==> config.mk <==
export PLATFORM = sky130hd
export DESIGN_NAME = random_sample_health_stats
export DESIGN_NICKNAME = d
export VERILOG_FILES = /design/src/hdl/rshs_pkg.sv /design/src/hdl/rshs_popcount.sv /design/src/hdl/rshs_update.sv /design/src/hdl/random_sample_health_stats.sv
export SDC_FILE = /design/constraint.sdc
export NUM_CORES = 1
export LEC_CHECK = 0
export ABC_AREA = 1
export BUFFER_PORTS_ARGS = -buffer_cell sky130_fd_sc_hd__buf_2
export CAP_MARGIN = 20
export CORE_ASPECT_RATIO = 1.75
export CORE_MARGIN = 4
export CORE_UTILIZATION = 35
export CTS_CLUSTER_DIAMETER = 100
export DETAILED_ROUTE_END_ITERATION = 12
export SLEW_MARGIN = 0
export SYNTH_ARGS = -nofsm -noshare
export SYNTH_HDL_FRONTEND = slang
export SYNTH_HIERARCHICAL = 1
export SYNTH_SLANG_ARGS = --single-unit
==> constraint.sdc <==
create_clock -name clk -period 10.9 [get_ports clk]
set_clock_uncertainty 0.05 [all_clocks]
set_input_delay 1.09 -clock clk [delete_from_list [all_inputs] [get_ports clk]]
set_output_delay 1.09 -clock clk [all_outputs]
set_load 0.005 [all_outputs]
==> src/hdl/rshs_pkg.sv <==
`timescale 1ns / 1ps
`default_nettype none

package rshs_pkg;

  localparam int SAMPLE_W  = 64;
  localparam int SCOUNT_W  = 16;
  localparam int ONES_W    = 22;
  localparam int RCOUNT_W  = 16;
  localparam int POP_W     = 7;
  localparam int OUT_W     = 248;

  localparam logic [SCOUNT_W-1:0] SCOUNT_MAX = '1;
  localparam logic [ONES_W-1:0]   ONES_MAX   = '1;
  localparam logic [RCOUNT_W-1:0] RCOUNT_MAX = '1;
  localparam logic [SAMPLE_W-1:0] ALL_ONES   = '1;

  // Window statistics kept between transactions
  typedef struct packed {
    logic [SCOUNT_W-1:0] success_count;
    logic [ONES_W-1:0]   ones_total;
    logic [SAMPLE_W-1:0] or_accum;
    logic [SAMPLE_W-1:0] and_accum;
    logic [SAMPLE_W-1:0] prev_sample;
    logic                have_prev;
    logic [RCOUNT_W-1:0] repeat_count;
    logic [SAMPLE_W-1:0] first_nonzero;
  } stats_t;

  localparam stats_t STATS_RESET = '{
    success_count: '0,
    ones_total:    '0,
    or_accum:      '0,
    and_accum:     ALL_ONES,
    prev_sample:   '0,
    have_prev:     1'b0,
    repeat_count:  '0,
    first_nonzero: '0
  };

endpackage

`default_nettype wire

==> src/hdl/rshs_popcount.sv <==
`timescale 1ns / 1ps
`default_nettype none

module rshs_popcount
  import rshs_pkg::*;
(
  input  wire logic [SAMPLE_W-1:0] sample,
  output logic      [POP_W-1:0]    ones
);

  // Balanced adder tree, one level per stage of the loop below
  logic [1:0] lvl1 [32];
  logic [2:0] lvl2 [16];
  logic [3:0] lvl3 [8];
  logic [4:0] lvl4 [4];
  logic [5:0] lvl5 [2];

  always_comb begin
    for (int i = 0; i < 32; i++) begin
      lvl1[i] = {1'b0, sample[2*i]} + {1'b0, sample[2*i+1]};
    end
    for (int i = 0; i < 16; i++) begin
      lvl2[i] = {1'b0, lvl1[2*i]} + {1'b0, lvl1[2*i+1]};
    end
    for (int i = 0; i < 8; i++) begin
      lvl3[i] = {1'b0, lvl2[2*i]} + {1'b0, lvl2[2*i+1]};
    end
    for (int i = 0; i < 4; i++) begin
      lvl4[i] = {1'b0, lvl3[2*i]} + {1'b0, lvl3[2*i+1]};
    end
    for (int i = 0; i < 2; i++) begin
      lvl5[i] = {1'b0, lvl4[2*i]} + {1'b0, lvl4[2*i+1]};
    end
    ones = {1'b0, lvl5[0]} + {1'b0, lvl5[1]};
  end

endmodule

`default_nettype wire

==> src/hdl/rshs_update.sv <==
`timescale 1ns / 1ps
`default_nettype none

module rshs_update
  import rshs_pkg::*;
(
  input  wire stats_t              cur,
  input  wire logic [SAMPLE_W-1:0] sample,
  input  wire logic                sample_ok,
  input  wire logic                clear_window,
  output stats_t                   nxt
);

  stats_t            base;
  logic [POP_W-1:0]  ones;
  logic [ONES_W:0]   ones_sum;
  logic              is_repeat;

  rshs_popcount u_pop (
    .sample (sample),
    .ones   (ones)
  );

  always_comb begin
    base      = clear_window ? STATS_RESET : cur;
    ones_sum  = {1'b0, base.ones_total} + {{(ONES_W+1-POP_W){1'b0}}, ones};
    is_repeat = base.have_prev && (sample == base.prev_sample);
    nxt       = base;
    if (sample_ok) begin
      if (base.success_count != SCOUNT_MAX) begin
        nxt.success_count = base.success_count + 1'b1;
      end
      nxt.ones_total = ones_sum[ONES_W] ? ONES_MAX : ones_sum[ONES_W-1:0];
      nxt.or_accum   = base.or_accum | sample;
      nxt.and_accum  = base.and_accum & sample;
      if (is_repeat && base.repeat_count != RCOUNT_MAX) begin
        nxt.repeat_count = base.repeat_count + 1'b1;
      end
      nxt.prev_sample = sample;
      nxt.have_prev   = 1'b1;
      if (base.first_nonzero == '0) begin
        nxt.first_nonzero = sample;
      end
    end
  end

endmodule

`default_nettype wire

==> src/hdl/random_sample_health_stats.sv <==
`timescale 1ns / 1ps
`default_nettype none

// Health statistics for a 64-bit random generator.
// Input channel (in_*): one transaction per generator attempt. in_tdata holds
// the sample; in_tuser flags whether the generator reported success and
// whether the statistics window restarts before this sample is taken in.
// Output channel (out_*): exactly one transaction per input transaction, a
// snapshot of all statistics after that attempt has been applied.
// A result passes from the input register into the result register and is
// offered from there; a stall can hold it in either register.
// Throughput: one transaction per cycle while the receiver does not stall;
// the popcount tree and accumulator update lie between the two registers.
// When the receiver stalls, the result register holds its snapshot and the
// input register keeps one more transaction; in_tready drops only when both
// are full and out_tready is low.
// Reset (rst_n low, synchronous) empties both registers and restores the
// statistics: counters zero, OR and first-nonzero zero, AND all ones, and no
// previous sample.

module random_sample_health_stats
  import rshs_pkg::*;
(
  input  wire logic                clk,
  input  wire logic                rst_n,
  input  wire logic                in_tvalid,
  output logic                     in_tready,
  input  wire logic [SAMPLE_W-1:0] in_tdata,   // [63:0] sample
  input  wire logic [1:0]          in_tuser,   // [0] sample_ok, [1] clear_window
  output logic                     out_tvalid,
  input  wire logic                out_tready,
  // [15:0] success_count, [37:16] ones_total, [101:38] or_accum,
  // [165:102] and_accum, [181:166] repeat_count, [245:182] first_nonzero,
  // [247:246] zero
  output logic      [OUT_W-1:0]    out_tdata
);

  // Input register
  logic                in_valid_r;
  logic [SAMPLE_W-1:0] sample_r;
  logic                ok_r;
  logic                clr_r;

  // Statistics and result register
  stats_t              stats_r;
  stats_t              stats_nxt;
  logic                out_valid_r;
  logic [OUT_W-1:0]    out_data_r;
  logic [OUT_W-1:0]    out_data_nxt;

  logic                advance;

  // Move the held transaction into the result register when that slot is
  // free or being emptied this cycle.
  assign advance   = in_valid_r && (!out_valid_r || out_tready);
  assign in_tready = !in_valid_r || advance;

  rshs_update u_update (
    .cur          (stats_r),
    .sample       (sample_r),
    .sample_ok    (ok_r),
    .clear_window (clr_r),
    .nxt          (stats_nxt)
  );

  assign out_data_nxt = {2'b00,
                         stats_nxt.first_nonzero,
                         stats_nxt.repeat_count,
                         stats_nxt.and_accum,
                         stats_nxt.or_accum,
                         stats_nxt.ones_total,
                         stats_nxt.success_count};

  // Capture the input transaction
  always_ff @(posedge clk) begin
    if (!rst_n) begin
      in_valid_r <= 1'b0;
    end else if (in_tready) begin
      in_valid_r <= in_tvalid;
    end
  end

  always_ff @(posedge clk) begin
    if (in_tvalid && in_tready) begin
      sample_r <= in_tdata;
      ok_r     <= in_tuser[0];
      clr_r    <= in_tuser[1];
    end
  end

  // Commit the statistics only as the snapshot leaves for the result register
  always_ff @(posedge clk) begin
    if (!rst_n) begin
      stats_r     <= STATS_RESET;
      out_valid_r <= 1'b0;
    end else begin
      if (advance) begin
        stats_r <= stats_nxt;
      end
      if (advance) begin
        out_valid_r <= 1'b1;
      end else if (out_tready) begin
        out_valid_r <= 1'b0;
      end
    end
  end

  always_ff @(posedge clk) begin
    if (advance) begin
      out_data_r <= out_data_nxt;
    end
  end

  assign out_tvalid = out_valid_r;
  assign out_tdata  = out_data_r;

endmodule

`default_nettype wire
==> results by group, run 1 <==
Status
  – Status: complete, no violations

Yosys
  – Top post-synthesis cells by area: edfxtp_1 30%, dfxtp_1 20%, nand2_1 11%
  – Synth top area share: 30.0%
  – Top FF cell, synth: dfxtp_1
  – Mapped cell area: 0.0313 mm²
  – Most numerous cell in the Yosys netlist: nand2_1
  – Ys async rst share: 0%
  – Synth cell types: 36
  – Post-synth EDFFs: 312
  – Avg Cell Area, Syn: 7.97 µm²
  – Register area share after synthesis: 50.0%
  – Synth Warn #: 6
  – Seq cells post-synth: 625
  – Top cells by count, synth: 915 x nand2_1, 515 x inv_1, 487 x nand3_1, 460 x nor2_1, 328 x a21oi_1
  – Gate count after technology mapping: 3926
  – Synth area leader: edfxtp_1

Worst setup path
  – Beginning of the critical path: sample_r[53]
  – Worst path max stage delay: 600 ps
  – CP most frequent cell: fa_1
  – Reg2Reg Depth: 33
  – Critical Path Start Type: flop
  – Worst path slowest cell: fa_1
  – Worst R2R End: stats_r[291]
  – FF-to-FF setup slack: 2730 ps
  – Crit Path Class: reg2reg
  – Worst EP arrival: 8720 ps
  – Worst r2r src: sample_r[53]
  – WP data required: 11450 ps
  – Crit. End Element: flop
  – Crit path to: stats_r[291]
  – Crit path max fanout: 14

Layout
  – Share of cells above drive strength 1: 10.9%
  – Area Growth Syn to Fin: 12.6%
  – Final Net Count: 4238

Power
  – Cell Pwr Density: 254 mW/mm²
  – Fraction of power consumed by sequential logic: 31.2%
  – Peak VDD IR: 0.617 mV
  – Pleak: 0.0153 µW
  – Sw Ratio: 38.4%
  – Int Pwr: 5510 µW
  – Clock power frac: 24.7%
  – Combinational share of power: 44.1%
  – NetSw: 3440 µW

Clock tree
  – Worst skew pair latency: 660 ps
  – Cts hold-fix bufs: 0
  – Htree depth: 2
  – Root Buffer: clkbuf_16
  – Postcts setup bufs: 0
  – Sink Count: 625
  – CTS tree: built
  – Resized cells post-CTS: 0
  – Inserted Clock Buffers: 60
  – Worst-path clk slew: 70 ps
  – CTS max path bufs: 3

Die
  – Die ar.: 0.0944 mm²
  – Starting Density: 35.4%
  – I/O pins: 320
  – Core Area: 0.0883 mm²
  – Num rows: 144
  – Die Span X: 234 µm
  – Die Ht: 403 µm

Place
  – Gpl congestion: 0.957
  – IO buf count: 317
  – Detailed Place HPWL: 75.1 mm

STA
  – Tmin final: 8170 ps
  – Pins over their slew limit: 0
  – # setup viols final: 0
  – Hold slack final: 408 ps
  – Max Fclk: 122 MHz
  – Total Neg Setup Slack: 0 ps
  – Setup repair after global routing missed its margin: no
  – Hold violation count in the final report: 0
  – Worst-Margin Slew: 1130 ps
  – Fin crit share: 75.0%
  – Relative slew slack: 24.5%

Global route
  – Overall Global Routing Usage: 21.7%
  – Antenna violations before repair: 11
  – First-pass GRT wire length: 155 mm
  – Number of global-route vias before repair: 24547
  – Grt total ovfl: 0
  – Largest net degree at the start of global routing: 227

Drt
  – Detailed-route DRC error count: 0
  – DR WL/cell: 20.1 µm
  – Drt pass-1 iters: 6
  – DR vias: 26633
  – Antenna Nets Post-Route: 0
  – Iteration-0 DRC Markers: 2299
  – Total Routed Length: 107 mm
  – Vias per cell: 5.01

Min path
  – Min-Delay Path Class: reg2reg

Flow run
  – Max_cap viols: 0
[layer usage]
layer | vias up | GRT usage, % | part of all wire [%]
met2 | 827 | 38.4 | 50
met4 | 10 | 11.6 | 6.0
met5 | - | 0 | 0.064
li1 | 12958 | - | -
met3 | 212 | 3.08 | 5.4
met1 | 12626 | 25.2 | 38
[layout make-up]
class                   count  area, µm²
well taps                1168       1460
diodes                      2       5.00
flip-flops and latches    625      15600
multi-input cells        2544      12300
inverters                 517       1960
repair buffers            341       1810
clock buffers              84       1740
clock inverters            30        307
fillers                  9130      53100
[cell families after synthesis]
family / count (synthesis) / share of synthesized area (%)
buffers and inverters: 758 / 10.7
other: 1 / 0.0120
DFF: 625 / 50.0
xor gates and xnor gates: 39 / 1.09
AOI/OAI and AO/OA: 470 / 7.58
adders and majority gates: 79 / 4.48
and+or+nand+nor: 1954 / 26.1
[through the flow]
stage	setup slack [ps]	util, %	cells	instance area (µm²)	power [µW]
6_report	2730	39.9	5311	35200	8950
3_5_place_dp	2770	37.6	5195	33200	6760
2_1_floorplan	3700	-	3927	31300	5880
5_1_grt	2270	39.9	5309	35200	9650
3_3_place_gp	2770	37.6	5195	33200	6810
4_1_cts	2760	39.9	5309	35200	9020
[power groups by stage]
stage	clock network [µW]	logic, µW	registers, µW
after floorplan	0	3070	2820
after global placement	0	3980	2840
after detailed placement	0	3920	2840
after CTS	2270	3960	2790
after global routing	2350	4490	2810
final	2210	3950	2790
[critical path, delay by kind of cell, from the launching register on]
family,cells,cell delay [ps]
AOI/OAI and AO/OA,4,770
xor gates and xnor gates,1,160
adders and majority gates,11,4940
buffers and inverters,8,420
DFF,1,460
and+or+nand+nor,9,1330
[cell usage in the layout (no fill, tap or decap), types with 6 or more instances in the layout]
| cell type | instances |
|---|---|
| clkbuf_16 | 64 |
| nor2_1 | 460 |
| edfxtp_1 | 312 |
| buf_2 | 316 |
| a21oi_1 | 328 |
| xor2_1 | 28 |
| nand4_1 | 57 |
| dfxtp_1 | 312 |
| buf_4 | 21 |
| ha_1 | 24 |
| nand2_1 | 914 |
| clkbuf_1 | 14 |
| inv_1 | 513 |
| xnor2_1 | 11 |
| o21ai_0 | 130 |
| clkinv_2 | 12 |
| nand3_1 | 487 |
| fa_1 | 55 |
| nor3_1 | 14 |
| clkbuf_8 | 6 |
[worst min path at each step]
stage | start | endpoint | slack, ps | depth (start not counted)
after floorplan | stats_r[145] | stats_r[145] | 380 | 2
after global placement | stats_r[200] | stats_r[200] | 390 | 2
after detailed placement | stats_r[174] | stats_r[174] | 390 | 2
after CTS | stats_r[174] | stats_r[174] | 410 | 2
after global routing | stats_r[191] | stats_r[191] | 430 | 2
final | stats_r[172] | stats_r[172] | 410 | 2
[sequential cells by signal, indices dropped and copies added (netlist names)]
signal and flops:
stats_r 311, out_tdata 246, sample_r 64, clr_r 1, in_valid_r 1, ok_r 1
out_tvalid 1
No activity file was read; power rests on OpenSTA's default activity.
==> inputs of run 2 (changes only) <==
- ABC_AREA: 1 -> 0
- clock period: 10.9 -> 8.12 ns (I/O delays scaled with it)
==> results by group, run 2 <==
Yosys
  – Register area share after synthesis: 53.5%
  – Most numerous cell in the Yosys netlist: nand2_1
  – Top cells by count, synth: 526 x nand2_1, 313 x dfxtp_1, 312 x edfxtp_1, 247 x mux2i_1, 220 x inv_1
  – Synth area leader: edfxtp_1
  – Seq cells post-synth: 625
  – Top post-synthesis cells by area: edfxtp_1 32%, dfxtp_1 21%, mux2i_1 8.5%
  – Gate count after technology mapping: 2743
  – Synth cell types: 73
  – Synth Warn #: 6
  – Avg Cell Area, Syn: 10.7 µm²
  – Mapped cell area: 0.0292 mm²
  – Synth top area share: 32.0%
  – Top FF cell, synth: dfxtp_1
  – Post-synth EDFFs: 312
  – Ys async rst share: 0%

Worst setup path
  – Beginning of the critical path: sample_r[17]
  – Worst EP arrival: 8270 ps
  – CP most frequent cell: fa_1
  – Crit. End Element: flop
  – Worst path max stage delay: 550 ps
  – WP data required: 8580 ps
  – Worst R2R End: stats_r[281]
  – Worst r2r src: sample_r[17]
  – Worst path slowest cell: fa_1
  – Crit path max fanout: 3
  – Crit path to: stats_r[281]
  – FF-to-FF setup slack: 300 ps
  – Reg2Reg Depth: 29
  – Crit Path Class: reg2reg
  – Critical Path Start Type: flop

Clock tree
  – Inserted Clock Buffers: 61
  – Htree depth: 2
  – Worst-path clk slew: 70 ps
  – Worst skew pair latency: 670 ps
  – Postcts setup bufs: 0
  – Root Buffer: clkbuf_16
  – CTS max path bufs: 3
  – Sink Count: 625
  – CTS tree: built

STA
  – Pins over their slew limit: 0
  – Fin crit share: 96.3%
  – Hold violation count in the final report: 0
  – Worst-Margin Slew: 1240 ps
  – # setup viols final: 0
  – Max Fclk: 128 MHz
  – Setup slack after layout: 303 ps
  – Tmin final: 7820 ps
  – Relative slew slack: 17.6%

Global route
  – Number of global-route vias before repair: 21098
  – First-pass GRT wire length: 141 mm
  – Grt total ovfl: 0
  – Antenna violations before repair: 1
  – Overall Global Routing Usage: 21.2%
  – Largest net degree at the start of global routing: 240

Layout
  – Commonest non-fill, non-tap cell in the layout: nand2_1
  – Most frequent cells in the layout: 525 x nand2_1, 316 x buf_2, 313 x dfxtp_1
  – Filler cells: 8060
  – Area Growth Syn to Fin: 16.1%
  – Share of cells above drive strength 1: 17.5%
  – Final Non-Filler Cells: 4129
  – Largest Register: stats_r
  – Max reg flops: 311
  – Design Area, Final: 0.0339 mm²
  – FF+latch area: 0.0156 mm²
  – Final Net Count: 3160
  – Multi-input combinational cell area: 0.0118 mm²

Drt
  – DR WL/cell: 23.5 µm
  – DR vias: 21983
  – Detailed-route DRC error count: 0
  – Total Routed Length: 97.2 mm
  – Antenna Nets Post-Route: 0
  – Vias per cell: 5.32
  – Iteration-0 DRC Markers: 1703
  – Drt pass-1 iters: 5

Die
  – Core Area: 0.0830 mm²
  – Num rows: 140
  – Die Ht: 390 µm
  – Die ar.: 0.0884 mm²
  – Die Span X: 226 µm
  – I/O pins: 320
  – Starting Density: 35.2%

Power
  – Cell Pwr Density: 365 mW/mm²
  – Pleak: 0.0134 µW
  – Peak VDD IR: 0.644 mV

Place
  – Detailed Place HPWL: 68.0 mm
  – Gpl congestion: 0.878
  – Placed Area: 0.0319 mm²
  – Placed Cells incl. Taps: 4013
  – DP Worst Slack: 102 ps
  – IO buf count: 317

Status
  – Status: complete, no violations

Min path
  – Min-Delay Path Class: in2reg
  – Worst Hold Depth: 1

Flow run
  – Max_cap viols: 0
run 2: cell count changes in the layout (fill, tap and decap cells not counted), sizes merged, moves of 59 or more:
cell / delta
a22o: +194
nand2: -390
nor2: -357
o311ai: +64
nand3: -473
inv: -295
buf: +59
mux2i: +247
a21oi: -245
run 2: worst max-delay path, delay by kind of cell (launching register included):
| kind | cells | cell delay (ps) |
|---|---|---|
| adders and majority gates | 11 | 4840 |
| buffers and inverters | 6 | 510 |
| xor gates and xnor gates | 1 | 160 |
| muxes | 1 | 100 |
| DFF | 1 | 420 |
| AOI/OAI and AO/OA | 5 | 810 |
| and+or+nand+nor | 5 | 800 |
run 2: cells by family after synthesis:
logic type	count (synthesis)	synth area share, %
xor gates and xnor gates	51	1.53
AOI/OAI and AO/OA	517	13.1
adders and majority gates	79	4.79
other	1	0.0128
muxes	251	8.61
DFF	625	53.5
buffers and inverters	417	6.39
and+or+nand+nor	802	12.1
run 2: layer usage:
metal / share of wire [%] / track usage (%) / vias up
met2: 51 / 37.5 / 654
met1: 38 / 24.6 / 10878
met3: 4.1 / 2.76 / 219
met4: 6.8 / 11.8 / 0
li1: - / - / 10232
met5: 0 / 0 / -
run 2: worst min-delay path by stage:
stage                         endpoint         start  slack, ps
after floorplan           stats_r[273]  stats_r[273]        380
after global placement    stats_r[276]  stats_r[276]        390
after detailed placement  stats_r[273]  stats_r[273]        400
after CTS                 sample_r[14]  in_tdata[14]        220
after global routing      sample_r[24]  in_tdata[24]        240
final                     sample_r[38]  in_tdata[38]        270
run 2: stage by stage:
| step | power [µW] | TNS (ps) | util [%] | hold slack [ps] |
|---|---|---|---|---|
| 4_1_cts | 12400 | 0 | 40.8 | 223 |
| 5_1_grt | 13100 | -22.4 | 40.9 | 238 |
| 2_1_floorplan | 7600 | 0 | - | 380 |
| 3_5_place_dp | 9390 | 0 | 38.4 | 396 |
| 3_3_place_gp | 9260 | 0 | 38.4 | 388 |
| 6_report | 12400 | 0 | 40.9 | 267 |
run 2: cell type report:
cell class,count,share of cell area [%]
flip-flops and latches,625,46.1
inverters,221,2.46
multi-input cells,1702,34.7
repair buffers,400,6.80
diodes,1,0.00737
clock buffers,74,4.79
clock inverters,41,1.21
well taps,1065,3.93
run 2: timing repair:
item | in CTS | in global routing
gates resized for setup | 0 | 16
endpoints found under the setup margin | 0 | 39
hold buffers | 0 | 0
run 2: where the power goes:
part / internal, µW / leakage (µW) / total, µW / switching [µW]
combinational: 2520 / 0.00688 / 5770 / 3240
clock: 1620 / 0.000997 / 2960 / 1340
sequential: 3540 / 0.00555 / 3660 / 119
total: 7690 / 0.0134 / 12400 / 4700
